<file path="src/rtl/sha1_pkg.sv">
// Shared types and constants for the SHA-1 block hash unit.
package sha1_pkg;

    localparam int unsigned BLOCK_WORDS  = 16;
    localparam int unsigned ROUNDS       = 80;
    localparam int unsigned DIGEST_WORDS = 5;
    localparam int unsigned ROUND_W      = $clog2(ROUNDS);
    localparam int unsigned COUNT_W      = $clog2(BLOCK_WORDS);
    localparam int unsigned DCNT_W       = $clog2(DIGEST_WORDS + 1);

    localparam logic [31:0] IV_WORDS [DIGEST_WORDS] = '{
        32'h67452301, 32'hEFCDAB89, 32'h98BADCFE, 32'h10325476, 32'hC3D2E1F0
    };

    localparam logic [31:0] K_CH  = 32'h5A827999;
    localparam logic [31:0] K_PA1 = 32'h6ED9EBA1;
    localparam logic [31:0] K_MAJ = 32'h8F1BBCDC;
    localparam logic [31:0] K_PA2 = 32'hCA62C1D6;

    typedef enum logic [1:0] {
        S_LOAD,
        S_ROUND,
        S_ADD
    } t_state;

    // Round group: selects the boolean function and the round constant.
    typedef enum logic [1:0] {
        P_CH,
        P_PARITY1,
        P_MAJ,
        P_PARITY2
    } t_phase;

    typedef struct packed {
        logic   shift_word;
        logic   reload_iv;
        logic   init_vars;
        logic   round;
        t_phase phase;
        logic   add_chain;
        logic   load_out;
    } t_dp_cmd;

endpackage

</file>
<file path="src/rtl/sha1_stream_if.sv">
// Valid/ready channel interfaces for message words and digest words.
interface sha1_in_if;
    logic        valid;
    logic        ready;
    logic [31:0] msg_word;
    logic        new_message;
    logic        final_block;

    modport source (output valid, output msg_word, output new_message,
                    output final_block, input ready);
    modport sink   (input valid, input msg_word, input new_message,
                    input final_block, output ready);
endinterface

interface sha1_out_if;
    logic        valid;
    logic        ready;
    logic [31:0] digest_word;
    logic [2:0]  digest_index;
    logic        digest_last;

    modport source (output valid, output digest_word, output digest_index,
                    output digest_last, input ready);
    modport sink   (input valid, input digest_word, input digest_index,
                    input digest_last, output ready);
endinterface

</file>
<file path="src/rtl/sha1_ctrl.sv">
// Controller: word counting, round sequencing and digest hand-off.
module sha1_ctrl (
    input  logic              i_clk,
    input  logic              i_rst_n,
    input  logic              i_in_valid,
    input  logic              i_new_message,
    input  logic              i_final_block,
    input  logic              i_out_busy,
    output logic              o_in_ready,
    output sha1_pkg::t_dp_cmd o_cmd
);
    import sha1_pkg::*;

    t_state               r_state, n_state;
    logic [COUNT_W-1:0]   r_word_cnt, n_word_cnt;
    logic [ROUND_W-1:0]   r_round, n_round;
    logic                 r_final, n_final;
    logic                 w_accept;
    logic                 w_block_done;
    logic                 w_add_ok;

    localparam logic [COUNT_W-1:0] LAST_SLOT  = COUNT_W'(BLOCK_WORDS - 1);
    localparam logic [ROUND_W-1:0] LAST_ROUND = ROUND_W'(ROUNDS - 1);

    assign w_accept     = i_in_valid && (r_state == S_LOAD);
    assign w_block_done = w_accept && !i_new_message && (r_word_cnt == LAST_SLOT);
    // Hold the final add until the digest buffer has drained.
    assign w_add_ok     = !r_final || !i_out_busy;

    always_ff @(posedge i_clk) begin
        if (!i_rst_n) begin
            r_state    <= S_LOAD;
            r_word_cnt <= '0;
            r_round    <= '0;
            r_final    <= 1'b0;
        end else begin
            r_state    <= n_state;
            r_word_cnt <= n_word_cnt;
            r_round    <= n_round;
            r_final    <= n_final;
        end
    end

    // Next state
    always_comb begin
        n_state    = r_state;
        n_word_cnt = r_word_cnt;
        n_round    = r_round;
        n_final    = r_final;
        unique case (r_state)
            S_LOAD: begin
                if (w_accept) begin
                    if (i_new_message) begin
                        n_word_cnt = COUNT_W'(1);
                    end else begin
                        n_word_cnt = r_word_cnt + COUNT_W'(1);
                    end
                end
                if (w_block_done) begin
                    n_state = S_ROUND;
                    n_round = '0;
                    n_final = i_final_block;
                end
            end
            S_ROUND: begin
                n_round = r_round + ROUND_W'(1);
                if (r_round == LAST_ROUND) begin
                    n_state = S_ADD;
                end
            end
            S_ADD: begin
                if (w_add_ok) begin
                    n_state = S_LOAD;
                end
            end
            default: n_state = S_LOAD;
        endcase
    end

    // Outputs
    always_comb begin
        o_in_ready = (r_state == S_LOAD);
        o_cmd      = '0;
        o_cmd.shift_word = w_accept;
        o_cmd.reload_iv  = w_accept && i_new_message;
        o_cmd.init_vars  = w_block_done;
        o_cmd.round      = (r_state == S_ROUND);
        priority if (r_round < ROUND_W'(20)) begin
            o_cmd.phase = P_CH;
        end else if (r_round < ROUND_W'(40)) begin
            o_cmd.phase = P_PARITY1;
        end else if (r_round < ROUND_W'(60)) begin
            o_cmd.phase = P_MAJ;
        end else begin
            o_cmd.phase = P_PARITY2;
        end
        o_cmd.add_chain = (r_state == S_ADD) && w_add_ok;
        o_cmd.load_out  = (r_state == S_ADD) && r_final && !i_out_busy;
    end

endmodule

</file>
<file path="src/rtl/sha1_dp.sv">
// Datapath: schedule shift line, round unit, chaining value and digest buffer.
module sha1_dp (
    input  logic              i_clk,
    input  logic              i_rst_n,
    input  sha1_pkg::t_dp_cmd i_cmd,
    input  logic [31:0]       i_msg_word,
    input  logic              i_out_ready,
    output logic              o_out_busy,
    output logic              o_out_valid,
    output logic [31:0]       o_digest_word,
    output logic [2:0]        o_digest_index,
    output logic              o_digest_last
);
    import sha1_pkg::*;

    logic [31:0]         r_sched [BLOCK_WORDS];
    logic [31:0]         r_a, r_b, r_c, r_d, r_e;
    logic [31:0]         r_chain [DIGEST_WORDS];
    logic [31:0]         r_out_word [DIGEST_WORDS];
    logic [DCNT_W-1:0]   r_out_cnt;
    logic [2:0]          r_out_idx;

    logic [31:0]         w_expand;
    logic [31:0]         w_mix;
    logic [31:0]         w_f;
    logic [31:0]         w_k;
    logic [31:0]         w_tmp;
    logic [31:0]         w_vars [DIGEST_WORDS];
    logic [31:0]         w_sum  [DIGEST_WORDS];
    logic                w_out_pop;

    // W[t+16] from the window W[t..t+15]
    assign w_mix    = r_sched[13] ^ r_sched[8] ^ r_sched[2] ^ r_sched[0];
    assign w_expand = {w_mix[30:0], w_mix[31]};

    always_comb begin
        unique case (i_cmd.phase)
            P_CH: begin
                w_f = (r_b & r_c) | (~r_b & r_d);
                w_k = K_CH;
            end
            P_PARITY1: begin
                w_f = r_b ^ r_c ^ r_d;
                w_k = K_PA1;
            end
            P_MAJ: begin
                w_f = (r_b & r_c) | (r_b & r_d) | (r_c & r_d);
                w_k = K_MAJ;
            end
            P_PARITY2: begin
                w_f = r_b ^ r_c ^ r_d;
                w_k = K_PA2;
            end
            default: begin
                w_f = r_b ^ r_c ^ r_d;
                w_k = K_PA2;
            end
        endcase
    end

    assign w_tmp = {r_a[26:0], r_a[31:27]} + w_f + r_e + w_k + r_sched[0];

    assign w_vars[0] = r_a;
    assign w_vars[1] = r_b;
    assign w_vars[2] = r_c;
    assign w_vars[3] = r_d;
    assign w_vars[4] = r_e;

    always_comb begin
        for (int i = 0; i < DIGEST_WORDS; i++) begin
            w_sum[i] = r_chain[i] + w_vars[i];
        end
    end

    assign w_out_pop = o_out_valid && i_out_ready;

    // Schedule line and working variables
    always_ff @(posedge i_clk) begin
        if (i_cmd.shift_word || i_cmd.round) begin
            for (int i = 0; i < BLOCK_WORDS - 1; i++) begin
                r_sched[i] <= r_sched[i+1];
            end
            r_sched[BLOCK_WORDS-1] <= i_cmd.round ? w_expand : i_msg_word;
        end
        if (i_cmd.init_vars) begin
            r_a <= r_chain[0];
            r_b <= r_chain[1];
            r_c <= r_chain[2];
            r_d <= r_chain[3];
            r_e <= r_chain[4];
        end else if (i_cmd.round) begin
            r_e <= r_d;
            r_d <= r_c;
            r_c <= {r_b[1:0], r_b[31:2]};
            r_b <= r_a;
            r_a <= w_tmp;
        end
    end

    // Chaining value and digest counters
    always_ff @(posedge i_clk) begin
        if (!i_rst_n) begin
            r_chain   <= IV_WORDS;
            r_out_cnt <= '0;
            r_out_idx <= '0;
        end else begin
            if (i_cmd.reload_iv) begin
                r_chain <= IV_WORDS;
            end else if (i_cmd.add_chain) begin
                r_chain <= w_sum;
            end
            if (i_cmd.load_out) begin
                r_out_cnt <= DCNT_W'(DIGEST_WORDS);
                r_out_idx <= '0;
            end else if (w_out_pop) begin
                r_out_cnt <= r_out_cnt - DCNT_W'(1);
                r_out_idx <= r_out_idx + 3'd1;
            end
        end
    end

    // Digest words, head first
    always_ff @(posedge i_clk) begin
        if (i_cmd.load_out) begin
            r_out_word <= w_sum;
        end else if (w_out_pop) begin
            for (int i = 0; i < DIGEST_WORDS - 1; i++) begin
                r_out_word[i] <= r_out_word[i+1];
            end
        end
    end

    assign o_out_busy     = (r_out_cnt != '0);
    assign o_out_valid    = (r_out_cnt != '0);
    assign o_digest_word  = r_out_word[0];
    assign o_digest_index = r_out_idx;
    assign o_digest_last  = (r_out_cnt == DCNT_W'(1));

endmodule

</file>
<file path="src/rtl/sha1_block_hash_unit.sv">
// Top level of the SHA-1 block hash unit.
// A 512-bit block takes 16 word beats, then 80 rounds and one add step on the single
// shared round unit; the next block's words wait until the add step is done. Digest
// words follow the add step of a final block, one beat each. Words are refused during
// rounds and the add step; a new final block waits in the add state until the previous
// digest has drained. Synchronous active-low reset loads the initial value.
module sha1_block_hash_unit (
    input  logic        i_clk,
    input  logic        i_rst_n,
    sha1_in_if.sink     i_in,
    sha1_out_if.source  o_out
);
    import sha1_pkg::*;

    t_dp_cmd w_cmd;
    logic    w_out_busy;

    sha1_ctrl u_ctrl (
        .i_clk         (i_clk),
        .i_rst_n       (i_rst_n),
        .i_in_valid    (i_in.valid),
        .i_new_message (i_in.new_message),
        .i_final_block (i_in.final_block),
        .i_out_busy    (w_out_busy),
        .o_in_ready    (i_in.ready),
        .o_cmd         (w_cmd)
    );

    sha1_dp u_dp (
        .i_clk          (i_clk),
        .i_rst_n        (i_rst_n),
        .i_cmd          (w_cmd),
        .i_msg_word     (i_in.msg_word),
        .i_out_ready    (o_out.ready),
        .o_out_busy     (w_out_busy),
        .o_out_valid    (o_out.valid),
        .o_digest_word  (o_out.digest_word),
        .o_digest_index (o_out.digest_index),
        .o_digest_last  (o_out.digest_last)
    );

endmodule

</file>
<file path="src/flat_wrapper.sv">
// flat-port wrapper written by rule: the top's interface ports become plain ports
module sha1_block_hash_unit_flat import sha1_pkg::*;
  (i_clk, i_rst_n, i_in_valid, i_in_msg_word, i_in_new_message, i_in_final_block, i_in_ready, o_out_valid, o_out_digest_word, o_out_digest_index, o_out_digest_last, o_out_ready);
  sha1_in_if i_in_i ();
  sha1_out_if o_out_i ();
  input  logic i_clk;
  input  logic i_rst_n;
  input wire logic [$bits(i_in_i.valid)-1:0] i_in_valid;
  input wire logic [$bits(i_in_i.msg_word)-1:0] i_in_msg_word;
  input wire logic [$bits(i_in_i.new_message)-1:0] i_in_new_message;
  input wire logic [$bits(i_in_i.final_block)-1:0] i_in_final_block;
  output wire logic [$bits(i_in_i.ready)-1:0] i_in_ready;
  output wire logic [$bits(o_out_i.valid)-1:0] o_out_valid;
  output wire logic [$bits(o_out_i.digest_word)-1:0] o_out_digest_word;
  output wire logic [$bits(o_out_i.digest_index)-1:0] o_out_digest_index;
  output wire logic [$bits(o_out_i.digest_last)-1:0] o_out_digest_last;
  input wire logic [$bits(o_out_i.ready)-1:0] o_out_ready;
  assign i_in_i.valid = i_in_valid;
  assign i_in_i.msg_word = i_in_msg_word;
  assign i_in_i.new_message = i_in_new_message;
  assign i_in_i.final_block = i_in_final_block;
  assign i_in_ready = i_in_i.ready;
  assign o_out_valid = o_out_i.valid;
  assign o_out_digest_word = o_out_i.digest_word;
  assign o_out_digest_index = o_out_i.digest_index;
  assign o_out_digest_last = o_out_i.digest_last;
  assign o_out_i.ready = o_out_ready;
  sha1_block_hash_unit u_core (.i_clk(i_clk), .i_rst_n(i_rst_n), .i_in(i_in_i), .o_out(o_out_i));
endmodule
</file>
<file path="config.mk">
export PLATFORM = sky130hd
export DESIGN_NAME = sha1_block_hash_unit_flat
export DESIGN_NICKNAME = d
export VERILOG_FILES = /design/src/rtl/sha1_pkg.sv /design/src/rtl/sha1_stream_if.sv /design/src/rtl/sha1_ctrl.sv /design/src/rtl/sha1_dp.sv /design/src/rtl/sha1_block_hash_unit.sv /design/src/flat_wrapper.sv
export SDC_FILE = /design/constraint.sdc
export NUM_CORES = 2
export LEC_CHECK = 0
export ABC_AREA = 1
export ABC_CLOCK_PERIOD_IN_PS = 14130
export BUFFER_PORTS_ARGS = -buffer_cell sky130_fd_sc_hd__buf_2
export CORE_MARGIN = 2
export CORE_UTILIZATION = 30
export DETAILED_ROUTE_END_ITERATION = 6
export GPL_TIMING_DRIVEN = 0
export HOLD_SLACK_MARGIN = 0.02
export PLACE_DENSITY = 0.51
export SETUP_SLACK_MARGIN = 0.1
export SYNTH_ARGS = -nofsm -noshare
export SYNTH_HDL_FRONTEND = slang
export SYNTH_SLANG_ARGS = --single-unit
</file>
<file path="constraint.sdc">
create_clock -name i_clk -period 14.13 [get_ports i_clk]
set_input_delay 2.1195 -clock i_clk [delete_from_list [all_inputs] [get_ports i_clk]]
set_output_delay 2.1195 -clock i_clk [all_outputs]
set_load 0.03 [all_outputs]
</file>
; ---- Word level (Yosys, flattened, before mapping)
; Memories as Yosys holds them, arrays and structs flattened.
; Cells that the tools add are included.
[totals]
mem_bits_rw = 512
word_cells = 119
input_bits = 38
ff_bits = 500
mem_count = 1
[memory_table]
columns = memory, words, width, read_ports, rd_clocked_by_memory_dff, wr, line
row1 = u_core.u_dp.r_sched, 16, 32, 16, 0, 16, sha1_dp.sv:16  ; logic [31:0] r_sched [BLOCK_WORDS];
[op_classes]
n_lt_le_gt_ge = 3
mux = 29
add_sub_neg = 13
eq_ne = 11
n_bitwise = 14
n_reduce_logical = 26
[ops]
columns = operator, count
row1 = $mux W32, 11
row2 = $add A32 B32 Y32, 9
row3 = $mux W128, 2
row4 = $xor A32 B32 Y32, 5
row5 = $and A32 B32 Y32, 4
row6 = $pmux W32 S4, 1
row7 = $or A32 B32 Y32, 3
row8 = $pmux W32 S3, 1
row9 = $not A32 Y32, 1
row10 = $lt A7 B6 Y1 const B, 2
row11 = $pmux W7 S2, 1
row12 = $mux W2, 5
row13 = $logic_and A1 B1 Y1, 8
row14 = $add A7 B1 Y7 const B, 1
row15 = $eq A7 B7 Y1 const B, 1
row16 = $lt A7 B5 Y1 const B, 1
row17 = $mux W7, 1
row18 = $eq A2 B2 Y1 const B, 3
row19 = $mux W3, 2
row20 = $pmux W2 S3, 1
row21 = $reduce_and A2 Y1, 3
row22 = $reduce_bool A2 Y1, 3
row23 = $reduce_or A2 Y1, 3
row24 = $add A4 B1 Y4 const B, 1
row25 = 15 further kinds, 23

; ---- Longest topological paths before layout
[depth]
ltp_word = 13
mapped_depth = 30

; ---- Hierarchy
; Synthesis repeated with hierarchy kept, for this count alone.
[hier_totals]
cells_unflattened = 6098
hier_area_um2 = 54574.8
[by_module_without_submodules]
columns = mod, n_inst, cells_per_inst, area_each_um2
row1 = sha1_dp, 1, 5986, 53792.8
row2 = sha1_ctrl, 1, 112, 782.0

; ---- Worst setup path after synthesis
; No wires, ideal clock.
[synth_timing]
path_kind = input port to flip-flop
startpoint = input i_in_valid
endpoint = memory u_core.u_dp.r_sched[0][0], enable pin
setup_time_ns = 3.645
slack_ns = -0.122
n_path_buf = 0
cell_stages = 3
arrival_time_ns = 10.608
required_time_ns = 10.485
path_cell_list = nor3b_2 inv_2 nand2_1
[synth_rtl]
columns = element, line
row1 = start: declaration, flat_wrapper.sv:8  ; input wire logic [$bits(i_in_i.valid)-1:0] i_in_valid;
row2 = end: declaration, sha1_dp.sv:16

; ---- Worst setup path after layout
[layout_timing]
startpoint = register u_core.u_ctrl.r_round[5]
endpoint = register u_core.u_dp.r_a[31] (data pin)
[layout_between]
elab_chain_len = 13
[layout_rtl]
columns = element, line
row1 = start: declaration, sha1_ctrl.sv:16  ; logic [ROUND_W-1:0] r_round, n_round;
row2 = start signal: assignment, sha1_ctrl.sv:39  ; r_round <= n_round;
row3 = $lt A7 B6 Y1, sha1_ctrl.sv:92  ; end else if (r_round < ROUND_W'(60)) begin
row4 = $mux W1, sha1_ctrl.sv:92
row5 = $mux W2, sha1_ctrl.sv:90  ; end else if (r_round < ROUND_W'(40)) begin
row6 = $mux W2 *, sha1_ctrl.sv:88  ; priority if (r_round < ROUND_W'(20)) begin
row7 = $eq A2 B2 Y1 / $eq A2 B1 Y1 (equally long branches), sha1_dp.sv:37  ; unique case (i_cmd.phase)
row8 = $reduce_or A2 Y1 (no source line), -
row9 = $pmux W32 S3, sha1_dp.sv:37
row10 = $add A32 B32 Y32 (2 in a row), sha1_dp.sv:61  ; assign w_tmp = {r_a[26:0], r_a[31:27]} + w_f + r_e + w_k + r_sched[0];
row11 = $add A32 B32 Y32 * (2 in a row), sha1_dp.sv:61
row12 = $mux W32 *, sha1_dp.sv:91  ; end else if (i_cmd.round) begin
row13 = $mux W32 *, sha1_dp.sv:85  ; if (i_cmd.init_vars) begin
row14 = end signal: assignment, sha1_dp.sv:86  ; r_a <= r_chain[0];
row15 = end signal: assignment, sha1_dp.sv:96  ; r_a <= w_tmp;
row16 = end: declaration, sha1_dp.sv:17  ; logic [31:0] r_a, r_b, r_c, r_d, r_e;
; Mark *: on every way between the ends. The rest lies on a longest branch, timed or not. The select of a mux whose other input is x is not followed.
; A chain may end at the register's enable or synchronous reset.

==> out/results.tsv <==
metric	value	unit
Final TNS setup	0	ns
final wirelength	202.2	mm
Hold Fails Final Rpt	0	
outcome	finished clean	
GPL Wtd Cong	0.9705	
Synth area leaders	edfxtp_1, nand2_1, dfxtp_1	
number of buffers created by CTS	112	
highest clock rate	138.3	MHz
Critical Path RT	14.67	ns
mapped cell area	0.05347	sq mm
syn_nets	6149	
relative max-transition margin	0.03943	
critical path class	flop to flop	
Hold Crit Class	flop to flop	
most used cell, CP	nand2_1	
Overflow after GRT	0	
Slowest cell on crit path	a21oi_1	
critical path arrival	7.77	ns
post-synth top area share	0.4673	
Worst Skew	0.04657	ns
fin worst setup slack	6.902	ns
DIE AREA	0.1816	sq mm
element type at the critical path end	flop	
YS warnings	0	
Reg2Reg Depth	28	
Max-Cap Viols	0	
main combinational cell family by area after synthesis	simple AND/OR/NAND/NOR gates	
post-synthesis compound-gate area fraction	0.07919	
GRT Overall Usage	0.2199	
routed vias/inst	4.978	
TritonCTS clock tree	yes	
Setup WS pre-CTS	7.096	ns
1st-pass router iterations	6	
Power Dens Cells	117.8	mW/mm^2
largest buffer count on any clock path	3	
IO Count	76	
Core Area	0.1767	sq mm
average wire per standard cell	24.02	um
nets@finish	6344	
Syn-to-layout area delta	13.71	%
clock sinks	1012	
Syn Area/Cell	9.247	sq um
min cycle time layout	7.228	ns
WHS Path Cells	0	
dominant cell type by area after synthesis	edfxtp_1	
Antenna Nets Post-Route	0	
layout cell share with drive strength beyond 1	0.06555	
Buffers on Ports	74	
Max Slew Vio Count	0	
Static Leak	25.47	nW
vias in the first global route	39190	
Pwr Total	7.162	mW
worst skew pair latency	0.79	ns
PostCTS Resize Cnt	0	
register bit total from synthesis	1012	
mux cell area share after synthesis	0	
first-pass GRT wire length	284.7	mm
adder-cell share of the synthesized area	0.09454	
Tcrit/Tclk final	0.5116	
largest net degree at the start of global routing	123	
Post-Synth XOR/XNOR Area	0.02654	
Initial Util	0.3026	
sequential-to-total area share from yosys stat	0.5347	
Worst-Margin Slew	1.441	ns
CTS Hold Buffers Added	0	
Synth Instances	5782	
Reg clk slew, reported paths	0.06	ns
Worst path max stage delay	0.76	ns
Die Span Y	426.2	um
VDD IR max	0.0001052	V
Post-DP HPWL	160.1	mm
crit path max fanout	10	
Worst setup SP type	flop	
via count	41900	
endpoints failing setup	0	
initial antenna violation count	12	
initial drt markers	5054	
FP Rows	154	
Post CTS Setup Buffer Count	0	
Die X	426.2	um
Remaining DRCs	0	
RSZ-0062 raised after global routing	false	
root buffer cell	clkbuf_16	
CTS H-Tree Depth	3	
Yosys cell types	44	
simple-gate share of the synthesized area	0.1931	
Yosys cell counts, drive strengths merged:
cell type	n
a21boi	3
a21o	3
a21oi	367
a221oi	2
a22oi	28
a31oi	17
and2	9
and3	5
buf	118
clkbuf	50
dfxtp	180
edfxtp	832
fa	125
ha	204
inv	782
nand2	1670
nand2b	1
nand3	340
nand3b	24
nand4	47
nor2	367
nor3	40
nor3b	3
nor4	8
o211ai	11
o21a	2
o21ai	343
o21bai	21
o22ai	2
o31ai	3
or2	13
xnor2	112
xor2	50
through the flow:
step                      utilization  cells  area, sq um  hold WS, ns
final                          0.3441   8418        60800       0.3834
after global routing           0.3440   8412        60790       0.4083
after CTS                      0.3440   8412        60790       0.3839
after detailed placement       0.3225   8203        56990       0.4045
after global placement         0.3213   8196        56770       0.4005
after floorplan                     -   5782        53470       0.4003
critical path: cells and delay by family, from the launching register on:
kind / cells / cell delay, ns
adders and majority gates: 5 / 2.03
buffers and inverters: 7 / 1.72
and+or+nand+nor: 13 / 1.47
AOI/OAI and AO/OA: 3 / 1.32
DFF: 1 / 0.40
state kept, by name, summed over array words and instances, names as in the netlist:
signal,flops
u_core.u_dp.r_chain,160
u_core.u_dp.r_d,32
u_core.u_dp.r_e,32
u_core.u_ctrl.r_round,7
u_core.u_ctrl.r_final,1
u_core.u_dp.o_digest_index,3
u_core.u_dp.r_a,32
u_core.u_dp.r_c,32
u_core.u_ctrl.r_state,2
u_core.u_dp.r_out_word,128
u_core.u_dp.r_sched,512
u_core.u_dp.r_b,32
u_core.u_dp.r_out_cnt,3
u_core.u_ctrl.r_word_cnt,4
u_core.u_dp.o_digest_word,32
final cells by class:
cell class / instances / area, sq um
inverter: 782 / 2943
buffer: 168 / 913.4
fill: 18170 / 115900
multi-input combinational: 3820 / 21060
timing repair buffer: 81 / 563.0
clock inverter: 74 / 875.8
sequential: 1012 / 28590
tap: 2340 / 2928
clock buffer: 135 / 2919
antenna: 6 / 15.01
cell families (layout without fill, tap and decap cells):
| group | count (synthesis) | in the layout |
|---|---|---|
| flops | 1012 | 1012 |
| simple gates | 2527 | 2527 |
| compound gates | 802 | 802 |
| other cells | 0 | 6 |
| fa+ha+maj | 329 | 329 |
| buf+inv | 950 | 1240 |
| xor+xnor | 162 | 162 |
path summary, 6_finish.rpt:
path | start | end | slack (ns)
max | u_core.u_ctrl.r_round[5] | u_core.u_dp.r_a[31] | 6.90
min | u_core.u_dp.r_sched[1][193] | u_core.u_dp.r_sched[1][161] | 0.38
max reg2reg | u_core.u_ctrl.r_round[5] | u_core.u_dp.r_a[31] | 6.90
min reg2reg | u_core.u_dp.r_sched[1][193] | u_core.u_dp.r_sched[1][161] | 0.38
layer usage:
layer,routed length [um],GRT usage,up-vias
met1,91330,0.3170,20410
met2,86600,0.3295,1711
met4,8579,0.08386,2
met3,15710,0.03575,300
met5,10,0,-
li1,-,-,19480
cell usage in the layout (no fill, tap or decap), drive strengths merged, types with 9 or more instances in the layout:
cell type and instances:
o21ai 343, fa 125, xor2 50, and2 9, xnor2 112, dfxtp 180, buf 199, nand2 1670
nor3 40, nand3 340, a22oi 28, edfxtp 832, o21bai 21, nand4 47, a21oi 367, ha 204
or2 13, clkinv 51, clkbuf 185, bufinv 12, nand3b 24, o211ai 11, inv 785, a31oi 17
nor2 367
where the power goes:
group / internal [mW] / switching, mW
Combinational: 0.166 / 0.408
Sequential: 3.48 / 0.0713
Clock: 1.71 / 1.33
Power figures use the tool's default switching activity.
